File: config.mk
export PLATFORM = sky130hd
export DESIGN_NAME = cmrs_decode
export DESIGN_NICKNAME = d
export VERILOG_FILES = /design/src/hdl/cmrs_pkg.sv /design/src/hdl/cmrs_decode.sv
export SDC_FILE = /design/constraint.sdc
export NUM_CORES = 1
export LEC_CHECK = 0
export BUFFER_PORTS_ARGS = -buffer_cell sky130_fd_sc_hd__buf_2
export CORE_AREA = 4 4 160 162
export DETAILED_ROUTE_END_ITERATION = 8
export DIE_AREA = 0 0 164 166
export GPL_TIMING_DRIVEN = 0
export HOLD_SLACK_MARGIN = 0.15
export PLACE_DENSITY = 0.75
export SETUP_SLACK_MARGIN = 0.02
export SLEW_MARGIN = 20
export SYNTH_ARGS = -nofsm -noshare
export SYNTH_HDL_FRONTEND = slang
export SYNTH_SLANG_ARGS = --single-unit
export TNS_END_PERCENT = 30
File: constraint.sdc
create_clock -name aclk -period 10.8 [get_ports aclk]
set_clock_uncertainty 0.05 [all_clocks]
set_input_delay 1.08 -clock aclk [delete_from_list [all_inputs] [get_ports aclk]]
set_output_delay 1.08 -clock aclk [all_outputs]
set_load 0.05 [all_outputs]
File: src/hdl/cmrs_pkg.sv
// Shared constants and request codes for the counted multiset range sum core.
package cmrs_pkg;

    localparam int OPERAND_W = 31;
    localparam int ANSWER_W  = 48;
    localparam int MODULUS_W = 11;
    localparam int SUM_W     = ANSWER_W + 1;

    localparam logic [MODULUS_W-1:0] MODULUS_RESET = 11'd1024;
    localparam logic [ANSWER_W-1:0]  ANS_MAX       = '1;

    localparam logic [1:0] REQ_INSERT = 2'd0;
    localparam logic [1:0] REQ_REMOVE = 2'd1;
    localparam logic [1:0] REQ_RANGE  = 2'd2;

endpackage

File: src/hdl/cmrs_decode.sv
// Bit-serial operand decoder: two remainders of (operand + last answer) by the modulus (KEY_SPACE if 0 or > KEY_SPACE).
module cmrs_decode import cmrs_pkg::*; #(
    parameter int KEY_SPACE = 1024
) (
    input  logic                                      aclk,
    input  logic                                      aresetn,
    input  logic                                      start,
    input  logic [OPERAND_W-1:0]                      first_operand,
    input  logic [OPERAND_W-1:0]                      second_operand,
    input  logic [ANSWER_W-1:0]                       last_answer,
    input  logic [MODULUS_W-1:0]                      modulus,
    output logic                                      done,
    output logic [((KEY_SPACE > 1) ? $clog2(KEY_SPACE) : 1)-1:0] key_a,
    output logic [((KEY_SPACE > 1) ? $clog2(KEY_SPACE) : 1)-1:0] key_b
);

    localparam int KEY_W   = (KEY_SPACE > 1) ? $clog2(KEY_SPACE) : 1;
    localparam int M_W     = $clog2(KEY_SPACE + 1);
    localparam int CMP_W   = (M_W > MODULUS_W) ? M_W : MODULUS_W;
    localparam int STEP_W  = $clog2(SUM_W);

    logic [SUM_W-1:0]  sum_a_reg, sum_b_reg;
    logic [M_W-1:0]    rem_a_reg, rem_b_reg;
    logic [STEP_W-1:0] cnt_reg;
    logic              busy_reg, done_reg;
    logic [M_W-1:0]    eff_mod;

    function automatic logic [M_W-1:0] rem_step(input logic [M_W-1:0] rem,
                                               input logic bit_in,
                                               input logic [M_W-1:0] m);
        logic [M_W:0] shifted;
        shifted = {rem, bit_in};
        if (shifted >= {1'b0, m}) begin
            rem_step = M_W'(shifted - {1'b0, m});
        end else begin
            rem_step = M_W'(shifted);
        end
    endfunction

    assign eff_mod = (modulus == '0 || CMP_W'(modulus) > CMP_W'(KEY_SPACE))
                     ? M_W'(KEY_SPACE) : M_W'(modulus);

    always_ff @(posedge aclk) begin
        if (!aresetn) begin
            busy_reg <= 1'b0;
            done_reg <= 1'b0;
        end else begin
            done_reg <= 1'b0;
            if (start) begin
                sum_a_reg <= SUM_W'(first_operand) + SUM_W'(last_answer);
                sum_b_reg <= SUM_W'(second_operand) + SUM_W'(last_answer);
                rem_a_reg <= '0;
                rem_b_reg <= '0;
                cnt_reg   <= STEP_W'(SUM_W - 1);
                busy_reg  <= 1'b1;
            end else if (busy_reg) begin
                rem_a_reg <= rem_step(rem_a_reg, sum_a_reg[SUM_W-1], eff_mod);
                rem_b_reg <= rem_step(rem_b_reg, sum_b_reg[SUM_W-1], eff_mod);
                sum_a_reg <= {sum_a_reg[SUM_W-2:0], 1'b0};
                sum_b_reg <= {sum_b_reg[SUM_W-2:0], 1'b0};
                cnt_reg   <= cnt_reg - 1'b1;
                if (cnt_reg == '0) begin
                    busy_reg <= 1'b0;
                    done_reg <= 1'b1;
                end
            end
        end
    end

    assign done  = done_reg;
    assign key_a = rem_a_reg[KEY_W-1:0];
    assign key_b = rem_b_reg[KEY_W-1:0];

endmodule
Yosys cells after proc, flatten, opt, wreduce, memory -nomap -nowiden. Cells that the tools add are included.

Multiplexer cells: 14. Add/subtract/negate cells: 5. Shifts and indexed selects: 0. Bitwise logic cells: 2. Reduce and logical (&&, ||, !) cells: 6. Eq/ne operators: 0. Magnitude comparators: 3. Multiply operators: 0. Div/mod/pow operators: 0.

Operator list (number): 2-to-1 mux 49 bit (4); adder 31 x 48 -> 49 bit (2); 2-to-1 mux 11 bit (5); >= comparator 12 x 11 -> 1 bit (2); subtractor 11 bit (2); greater-than comparator 11 bit, second input constant (1); logical NOT 11 bit (1); logical NOT 6 bit (1); 2-to-1 mux 6 bit (1); subtractor 6 x 1 -> 6 bit, second input constant (1); 2-to-1 mux 1 bit (4); OR reduction 3 bit (1); NOT 1 bit (2); AND reduction 2 bit (1); nonzero test 2 bit (1); logical OR 1 bit (1).

Output and inout bits: 21. Input port bits: 124. Register bits after elaboration: 128. Memories kept: 0. ROM bits: 0. RAM bits: 0. Bits in latches: 0.

Longest topological paths before layout. Gate-level depths: netlist of the first run.

Depth in word-level cells: 6. Gate-level depth with buffers: 14. Mapped depth without buffers: 12.

Worst setup path after synthesis of the first run. Ideal clock, no wire load.

Path kind: input to register. Start point: input start. End point: register cnt_reg[0] (enable). Stages: 3. Setup slack: 5.722 ns. Library setup time: 0.496 ns. Data required time: 10.254 ns. Data arrival time: 4.532 ns. Path buffers: 2. Path through: clkbuf_1 buf_1 o21a_1.

Cells in the longest elaborated chain, start to end: 2.

RTL lines: start, declared (line cmrs_decode.sv:7) `input logic start,`; nonzero test 2 bit (no source line); AND reduction 2 bit (no source line); end signal, assigned (line cmrs_decode.sv:54) `cnt_reg <= STEP_W'(SUM_W - 1);`; end signal, assigned (line cmrs_decode.sv:61) `cnt_reg <= cnt_reg - 1'b1;`; end, declared (line cmrs_decode.sv:24) `logic [STEP_W-1:0] cnt_reg;`.

Every way passes these cells. A chain may end at the register's enable or synchronous reset.

Final worst setup path of the first run.
Start point: input first_operand[0]. End point: register sum_a_reg[38], data pin.

Cells in the longest elaborated chain, start to end: 2.

RTL lines: start, declared (line cmrs_decode.sv:8) `input logic [OPERAND_W-1:0] first_operand,`; adder 31 x 48 -> 49 bit (line cmrs_decode.sv:50) `sum_a_reg <= SUM_W'(first_operand) + SUM_W'(last_answer);`; 2-to-1 mux 49 bit (line cmrs_decode.sv:49) `if (start) begin`; end signal, assigned (line cmrs_decode.sv:50); end signal, assigned (line cmrs_decode.sv:59) `sum_a_reg <= {sum_a_reg[SUM_W-2:0], 1'b0};`; end, declared (line cmrs_decode.sv:22) `logic [SUM_W-1:0] sum_a_reg, sum_b_reg;`.

Every way passes these cells.

==> results of run 1 <==
cell families after synthesis:
family	after synthesis	synth area share, %
AND/OR/NAND/NOR	312	14.5
AO/OA/AOI/OAI	306	19.0
flip-flops	128	35.7
buffers and inverters	104	5.27
adder cells (fa/ha/maj)	92	11.0
multiplexers	85	8.53
XOR/XNOR	73	5.97
stage by stage:
stage | setup WS [ns] | util [%] | cells
2_1_floorplan | 5.72 | - | 1100
3_3_place_gp | 4.00 | 49.0 | 1566
3_5_place_dp | 5.96 | 49.3 | 1568
4_1_cts | 6.42 | 51.6 | 1600
5_1_grt | 6.18 | 51.6 | 1600
6_report | 6.38 | 51.6 | 1600
worst max path at each step:
stage / endpoint / cells past startpoint / from
final: sum_a_reg[38] / 13 / first_operand[0]
after global routing: rem_b_reg[4] / 15 / modulus[10]
after CTS: sum_a_reg[38] / 13 / first_operand[0]
after detailed placement: sum_a_reg[38] / 13 / first_operand[0]
after global placement: sum_b_reg[6] / 3 / start
after floorplan: cnt_reg[0] / 3 / start
placed cells by master, fill, tap and decap left out, types with 16 or more instances in the layout:
cell         n
nor3_1      20
nor2_1      91
mux2i_1     35
a31oi_1     18
inv_1       37
buf_2      142
nand3_1     23
edfxtp_1   126
xor2_1      22
buf_4       24
xnor2_1     51
a21oi_1     96
mux2_2      50
a21o_1      42
a211o_1     19
clkbuf_1    38
nand4_1     16
o21ai_0     43
nand2_1     76
ha_1        88
clkbuf_16   17
final cells by class:
cell class	count	area (um^2)	area share, %
Clock buffer	26	479	3.85
Timing Repair Buffer	144	766	6.15
Inverter	37	139	1.12
Buffer	67	425	3.42
Sequential cell	128	3820	30.7
Clock inverter	6	82.6	0.664
Multi-Input combinational cell	868	6320	50.8
Tap cell	324	405	3.26
routing by layer:
layer  up-vias  routed length (um)
met5         -                   0
met2       300               12800
li1       4461                   -
met4         0                 492
met1      4262               12400
met3        33                1570
power by group:
group | internal [mW] | leakage (nW) | switching [mW]
clock network | 0.351 | 0.272 | 0.211
logic | 0.230 | 3.82 | 0.299
registers | 0.611 | 1.22 | 0.0184
worst register-to-register path, cell delays in order, from the launching register on:
cell and delay, ns:
edfxtp_1 0.34, inv_1 0.05, ha_1 0.22, fa_1 0.41, nor2b_1 0.13, o21ai_0 0.11, a21boi_0 0.24, o21ai_0 0.14
a21oi_1 0.26, o2111ai_1 0.22, nand3_1 0.25, buf_1 0.49, mux2i_1 0.27, nor2_1 0.06
==> impl_metrics.csv, run 1 <==
group,metric,value,unit
clocking,cts_setup_buffers,0,
logic_synthesis,synth_commonest_cells,"edfxtp_1 (126), a21oi_1 (96), nor2_1 (91)",
clocking,numCtsBuffers,17,
die,die_area,27200,um^2
setup_path,cp_num_buf_inv,2,
logic_synthesis,synthTopCellsByArea,"edfxtp_1 (35%), ha_1 (10%), mux2_2 (5.3%)",
logic_synthesis,synth_warnings,0,
logic_synthesis,syn-cell-area,10700,um^2
final_layout,antenna_cells,0,
clocking,cts_resized,0,
setup_path,cp-start-kind,"input pin",
die,chipHeight,166,um
final_layout,finalInstanceArea,12400,um^2
global_route,grt_use_met1,27.2,%
logic_synthesis,yosys.area.top_type,"edfxtp_1",
setup_path,slowest_stage,"a2111oi_4",
logic_synthesis,ys_dominant_reg_cell,"edfxtp_1",
setup_path,r2r-end,"rem_b_reg[6]",
global_route,grt_max_degree,55,
setup_path,max_stage_delay,0.51,ns
setup_path,ff2ff_path_depth,13,
clocking,cts.clk_slew.worst_paths,0.05,ns
logic_synthesis,yosysSeqAreaShare,35.7,%
detailed_routing,drt_pass1_iterations,5,
logic_synthesis,synthCells,1100,
timing,fmax,226,MHz
setup_path,worst-r2r-setup-slack,7.31,ns
detailed_routing,antenna_left,0,
clocking,cts-root-buf,"clkbuf_16",
logic_synthesis,avgSynthCellArea,9.73,um^2
worst_hold_path,min_path_type,"reg2reg",
detailed_routing,avgRoutedWirePerCell,17.0,um
global_route,grt_pass1_wl,43.2,mm
clocking,hold_buffers,0,
logic_synthesis,synth_edf_count,126,
setup_path,crit_path_cell_trace,"buf_2 -> ha_1 -> fa_1 -> a21o_2 -> a221oi_4 -> nand4_2 -> and2_4 -> a2111oi_4 -> o31ai_2 -> a31oi_1 -> buf_6 -> mux2_2 -> a221o_1",
logic_synthesis,synth_seq_cells,128,
place,gp_congestion,0.926,
logic_synthesis,synth_nets,1316,
logic_synthesis,synth.top_cell.area_share,35.3,%
detailed_routing,drt_iter0_drc,753,
clocking,clkLatencyLatePin,0.43,ns
die,die_w,164,um
setup_path,worst-setup-path-type,"in2reg",
final_layout,syn_to_final_growth,16.3,%
setup_path,arrival,4.53,ns
setup_path,required,10.91,ns
timing,min_period_over_period,40.9,%
die,start_util,44.4,%
worst_hold_path,holdPathStages,1,
timing,fin_crit,4.42,ns
global_route,busiest_layer,"met2",
clocking,cts_tree,"yes",
global_route,track_usage,19.6,%
pwr,p_leak,5.31,nW
timing,rsz0062_at_grt,"false",
die,rows,57,
detailed_routing,viasPerCell,5.66,
final_layout,drive_above_1_share,21.3,%
run_status,outcome,"completed",
timing,finalHoldViolations,0,
timing,timing.hold.ws,0.445,ns
flow_run,drv_cap,0,
global_route,grt_antenna_before_repair,1,
final_layout,fillers,2239,
clocking,cts_buffer_depth,2,
pwr,finalPower,1.72,mW
global_route,grt_pass1_vias,8713,
logic_synthesis,synth_cell_types,78,
logic_synthesis,post-synth-top-count-cell,"edfxtp_1",
global_route,use_met3,2.68,%
clocking,cts.sinks,128,
logic_synthesis,synthArstFlopShare,0,%
setup_path,r2r_start,"sum_b_reg[48]",
timing,slew_viol_final,0,
setup_path,cp-end-kind,"register",
pwr,power.density,138,nW/um^2
setup_path,cp_max_fo,10,
detailed_routing,routed_wl,27.3,mm
clocking,htreeDepth,4,
setup_path,cpLargestDelayFamily,"compound AO/OA/AOI/OAI gates",
die,core_area,24100,um^2
detailed_routing,vias,9056,
place,port_buffers,142,
timing,setup_tns,0,ns
timing,finalSetupViolations,0,
pwr,ir_worst_vdd,0.000113,V
die,io_pins,145,
timing,slew_headroom,40.4,%
place,hpwlAfterDp,20.9,mm
place,dpl_cell_area,11900,um^2
global_route,grt_overflow_total,0,
global_route,use_met2,31.9,%
timing,worst_pin_slew,0.872,ns
worst_hold_path,worstHoldStart,"busy_reg",
detailed_routing,drc_errors,0,
final_layout,fin_nets,1479,
worst_hold_path,hold_end,"done",
(Power assumes the default switching activity.)
==> inputs of run 2 (changes only) <==
Settings changed: PLACE_DENSITY 0.75 to 0.77.
Clock period 10.8 ns to 3.8 ns, I/O delays scaled along.
==> impl_metrics.csv, run 2 (synthesis gave the netlist of run 1 again) <==
group,metric,value,unit
setup_path,ff2ff_path_depth,13,
pwr,swShare,30.7,%
setup_path,worst-r2r-setup-slack,0.53,ns
place,gp_congestion,0.929,
timing,slew_headroom,37.5,%
pwr,cell_internal_pwr,3.48,mW
clocking,numCtsBuffers,17,
detailed_routing,drt_pass1_iterations,5,
clocking,cts_tree,"yes",
flow_run,drv_cap,0,
timing,slew_viol_final,0,
die,die_w,164,um
clocking,htreeDepth,4,
detailed_routing,vias,9197,
timing,finalSetupViolations,0,
die,core_area,24100,um^2
global_route,grt_use_met1,26.5,%
die,chipHeight,166,um
final_layout,drive_above_1_share,21.9,%
clocking,clkLatencyLatePin,0.42,ns
final_layout,layout_common_cells,"buf_2 (142), edfxtp_1 (126), a21oi_1 (96)",
setup_path,r2r-end,"rem_b_reg[8]",
clocking,hold_buffers,0,
setup_path,required,3.92,ns
timing,timing.hold.ws,0.215,ns
pwr,ir_worst_vdd,0.000343,V
die,io_pins,145,
setup_path,cp_max_fo,10,
clocking,cts.sinks,128,
clocking,cts.clk_slew.worst_paths,0.06,ns
timing,min_period_over_period,98.1,%
die,start_util,44.4,%
setup_path,r2r_start,"sum_b_reg[48]",
detailed_routing,antenna_left,0,
global_route,grt_pass1_vias,8972,
place,dpl_cell_area,11900,um^2
timing,fmax,268,MHz
global_route,busiest_layer,"met2",
pwr,switching_power,1.54,mW
worst_hold_path,hold_end,"done",
pwr,power_frac_comb,29.9,%
setup_path,worst-setup-path-type,"in2reg",
global_route,use_met3,3.75,%
global_route,grt_max_degree,52,
final_layout,syn_to_final_growth,16.8,%
global_route,grt_overflow_total,0,
clocking,cts-root-buf,"clkbuf_16",
pwr,p_leak,5.33,nW
place,hpwlAfterDp,21.2,mm
detailed_routing,viasPerCell,5.75,
setup_path,arrival,3.85,ns
pwr,p_clk_share,34.5,%
timing,fin_crit,3.73,ns
worst_hold_path,min_path_type,"in2reg",
detailed_routing,drt_iter0_drc,671,
global_route,use_met2,32.8,%
detailed_routing,routed_wl,27.6,mm
timing,finalHoldViolations,0,
final_layout,finalInstanceArea,12500,um^2
place,port_buffers,142,
setup_path,cp-start-kind,"input pin",
detailed_routing,drc_errors,0,
global_route,grt_pass1_wl,44.1,mm
pwr,seq_power_share,35.6,%
pwr,power.density,402,nW/um^2
global_route,track_usage,20.0,%
final_layout,fin_nets,1479,
worst_hold_path,worstHoldStart,"aresetn",
timing,worst_pin_slew,0.913,ns
global_route,grt_antenna_before_repair,0,
timing,rsz0062_at_grt,"true",
die,rows,57,
final_layout,final_common_cell,"buf_2",
worst_hold_path,holdPathStages,2,
die,die_area,27200,um^2
detailed_routing,avgRoutedWirePerCell,17.3,um
setup_path,cp-end-kind,"register",
clocking,cts_buffer_depth,2,
run_status,outcome,"completed",
final_layout,antenna_cells,0,
run 2: changes by cell type in the layout (fill, tap and decap cells not counted), sizes merged:
| cell | change |
|---|---|
| clkbuf | -6 |
| bufinv | +2 |
| clkinv | +4 |
| buf | -2 |
| clkinvlp | +2 |
run 2: how the worst max path moves through the flow:
stage                                 start             to  depth (start not counted)
after floorplan            first_operand[0]  sum_a_reg[38]                         12
after global placement    second_operand[0]  sum_b_reg[42]                         12
after detailed placement   first_operand[0]  sum_a_reg[38]                         13
after CTS                  first_operand[0]  sum_a_reg[38]                         13
after global routing       first_operand[0]  sum_a_reg[38]                         13
final                      first_operand[0]  sum_a_reg[38]                         13
run 2: through the flow:
step / total power [mW] / cells / setup TNS [ns] / util [%] / setup WS (ns)
2_1_floorplan: 2.92 / 1100 / 0 / - / 0.236
3_3_place_gp: 3.27 / 1566 / -62.20 / 49.0 / -0.521
3_5_place_dp: 3.30 / 1568 / -2.46 / 49.2 / -0.336
4_1_cts: 5.03 / 1600 / 0 / 51.8 / 0.0790
5_1_grt: 5.28 / 1600 / -0.0226 / 51.9 / -0.0226
6_report: 5.03 / 1600 / 0 / 51.9 / 0.0736
run 2: power by group through the flow:
| stage | combinational (mW) | sequential (mW) | clock, mW |
|---|---|---|---|
| after floorplan | 1.12 | 1.80 | 0 |
| after global placement | 1.45 | 1.82 | 0 |
| after detailed placement | 1.48 | 1.81 | 0 |
| after CTS | 1.50 | 1.79 | 1.75 |
| after global routing | 1.66 | 1.80 | 1.81 |
| final | 1.50 | 1.79 | 1.73 |
run 2: routing by layer:
metal / up-vias / part of all wire (%)
li1: 4458 / -
met4: 0 / 2.8
met3: 57 / 6.0
met2: 341 / 47
met1: 4341 / 44
met5: - / 0
run 2: final cells by class:
type	count	area [um^2]
Clock buffer	18	429
Buffer	67	428
Fill cell	2288	11600
Multi-Input combinational cell	868	6330
Tap cell	324	405
Timing Repair Buffer	144	751
Inverter	37	139
Clock inverter	14	191
Sequential cell	128	3820
run 2: worst max-delay path, stage by stage:
cell,delay [ns]
buf_2,0.10
ha_1,0.22
fa_1,0.42
a21o_2,0.24
a221oi_4,0.35
nand4_2,0.17
and2_4,0.19
a2111oi_4,0.47
o31ai_2,0.15
a31oi_1,0.33
buf_6,0.21
mux2_2,0.34
a221o_1,0.26
run 2: timing repair:
item                                    in CTS  in global routing
resized for setup                            0                  3
buffers inserted                             0                  0
endpoints found under the setup margin       0                 16
==> inputs of run 3 (changes only) <==
Settings changed: ABC_AREA set to 1, CAP_MARGIN set to 20, CORE_AREA 4 4 160 162 to 4 4 177 179, DIE_AREA 0 0 164 166 to 0 0 181 183, PLACE_DENSITY 0.77 to 0.76.
==> impl_metrics.csv, run 3 <==
group,metric,value,unit
run_status,outcome,"completed",
clocking,numCtsBuffers,17,
setup_path,cp-end-kind,"register",
setup_path,cp-start-kind,"input pin",
die,start_util,44.5,%
logic_synthesis,yosys.area.top_type,"edfxtp_1",
timing,slew_headroom,32.4,%
global_route,grt_max_degree,25,
timing,fmax,345,MHz
final_layout,syn_to_final_growth,15.5,%
timing,timing.hold.ws,0.219,ns
die,die_area,33100,um^2
timing,rsz0062_at_grt,"false",
detailed_routing,avgRoutedWirePerCell,17.5,um
logic_synthesis,synth_nets,2330,
detailed_routing,drt_iter0_drc,1196,
logic_synthesis,synth_cell_types,42,
global_route,grt_antenna_before_repair,0,
pwr,cell_internal_pwr,3.51,mW
final_layout,drive_above_1_share,11.2,%
global_route,grt_pass1_wl,71.4,mm
clocking,cts.sinks,128,
logic_synthesis,synth_seq_cells,128,
pwr,ir_worst_vdd,0.000221,V
setup_path,arrival,3.03,ns
logic_synthesis,synth_edf_count,126,
clocking,cts_setup_buffers,0,
pwr,finalPower,5.46,mW
pwr,switching_power,1.95,mW
detailed_routing,antenna_left,0,
clocking,hold_buffers,0,
die,io_pins,145,
detailed_routing,drt_pass1_iterations,6,
final_layout,fin_nets,2498,
setup_path,required,3.93,ns
final_layout,antenna_cells,0,
final_layout,final_cell_count_no_fill,2685,
global_route,grt_pass1_vias,13200,
pwr,p_clk_share,34.9,%
global_route,grt_overflow_total,0,
global_route,track_usage,27.9,%
logic_synthesis,yosysSeqAreaShare,29.0,%
logic_synthesis,synth.top_cell.area_share,28.7,%
pwr,p_leak,8.10,nW
die,core_area,29600,um^2
detailed_routing,routed_wl,47.0,mm
setup_path,worst-setup-path-type,"in2reg",
timing,slew_viol_final,0,
logic_synthesis,synth_warnings,0,
detailed_routing,drc_errors,0,
timing,finalSetupViolations,0,
place,hpwlAfterDp,39.4,mm
pwr,power.density,359,nW/um^2
die,chipHeight,183,um
clocking,cts.clk_slew.worst_paths,0.06,ns
final_layout,final_common_cell,"nand2_1",
timing,finalHoldViolations,0,
timing,setup_tns,0,ns
place,gp_congestion,1.02,
worst_hold_path,min_path_type,"in2reg",
pwr,swShare,35.7,%
final_layout,final_util,51.4,%
die,die_w,181,um
timing,min_period_over_period,76.3,%
timing,worst_pin_slew,1.01,ns
logic_synthesis,ys_dominant_reg_cell,"edfxtp_1",
setup_path,cp_max_fo,10,
flow_run,drv_cap,0,
logic_synthesis,post-synth-top-count-cell,"nand2_1",
pwr,power_frac_comb,32.7,%
clocking,htreeDepth,4,
timing,fin_crit,2.90,ns
final_layout,layout_common_cells,"nand2_1 (835), inv_1 (342), nor2_1 (236)",
detailed_routing,vias,13700,
clocking,clkLatencyLatePin,0.44,ns
pwr,seq_power_share,32.4,%
logic_synthesis,synthCells,2114,
clocking,cts_buffer_depth,2,
die,rows,63,
clocking,cts_resized,0,
detailed_routing,viasPerCell,5.09,
clocking,cts-root-buf,"clkbuf_16",
place,dp_cells,2653,
logic_synthesis,syn-cell-area,13200,um^2
logic_synthesis,synthArstFlopShare,0,%
place,port_buffers,143,
logic_synthesis,synthTopCellsByArea,"edfxtp_1 (29%), nand2_1 (24%), inv_1 (9.8%)",
logic_synthesis,avgSynthCellArea,6.23,um^2
clocking,cts_tree,"yes",
logic_synthesis,synth_commonest_cells,"nand2_1 (835), inv_1 (342), nor2_1 (236)",
==> run 3: changes by cell type after synthesis, sizes merged, moves of 42 or more <==
cell	change
inv	+313
nor2	+161
nand2	+766
nand3	+116
a21oi	-44
a21o	-42
mux2	-50
==> run 3: per-stage QoR <==
| stage | setup slack, ns | area (um^2) |
|---|---|---|
| final | 0.901 | 15200 |
| after global routing | 0.669 | 15200 |
| after CTS | 0.964 | 15200 |
| after detailed placement | 0.522 | 14500 |
| after global placement | -1.04 | 14400 |
| after floorplan | 0.416 | 13200 |
==> run 3: cell type report <==
cell class	count	area, um^2
Clock inverter	14	228
Timing Repair Buffer	149	881
Multi-Input combinational cell	1585	7740
Buffer	50	290
Sequential cell	128	3820
Fill cell	3095	14400
Clock buffer	18	429
Tap cell	390	488
Inverter	351	1320
==> run 3: worst max-delay path: stages <==
cell and delay [ns]:
buf_2 0.11, nor4_1 0.31, nand4_1 0.18, nand2_1 0.09, nand2_1 0.08, inv_1 0.16, nand2_1 0.15, ha_1 0.40
nand2_1 0.13, nor2_1 0.05, nor2_2 0.20, inv_2 0.07, a21oi_2 0.19, o21ai_2 0.08, nand2_1 0.11, buf_6 0.16
nand3_1 0.07, nand2_1 0.06, nor2_1 0.04
==> run 3: per-layer routing <==
layer  global-route usage (%)  wire [um]  share of wire, %
met4                     12.7       2400               5.1
met5                        0          0                 0
met2                     46.7      21300                45
met1                     36.3      20100                43
met3                     3.59       3140               6.7
==> run 3: logic make-up after synthesis <==
| kind of cell | Yosys count | share of synthesized area, % |
|---|---|---|
| XOR/XNOR | 55 | 3.66 |
| buffers and inverters | 401 | 12.2 |
| adder cells (fa/ha/maj) | 92 | 8.97 |
| AO/OA/AOI/OAI | 135 | 5.55 |
| AND/OR/NAND/NOR | 1303 | 40.6 |
| flip-flops | 128 | 29.0 |
==> run 3: path summary, 6_finish.rpt <==
| kind | endpoint | slack (ns) | depth (start not counted) | start |
|---|---|---|---|---|
| setup / recovery | rem_b_reg[7] | 0.90 | 19 | modulus[6] |
| hold / removal | done | 0.22 | 3 | aresetn |
| setup reg to reg | rem_b_reg[7] | 1.47 | 12 | rem_b_reg[2] |
| hold reg to reg | done | 0.46 | 2 | busy_reg |
==> run 3: power groups by stage <==
| stage | Clock [mW] | Sequential, mW | Combinational [mW] |
|---|---|---|---|
| 2_1_floorplan | 0 | 1.79 | 1.22 |
| 3_3_place_gp | 0 | 1.80 | 1.71 |
| 3_5_place_dp | 0 | 1.80 | 1.76 |
| 4_1_cts | 1.91 | 1.77 | 1.77 |
| 5_1_grt | 1.98 | 1.78 | 1.99 |
| 6_report | 1.90 | 1.77 | 1.79 |
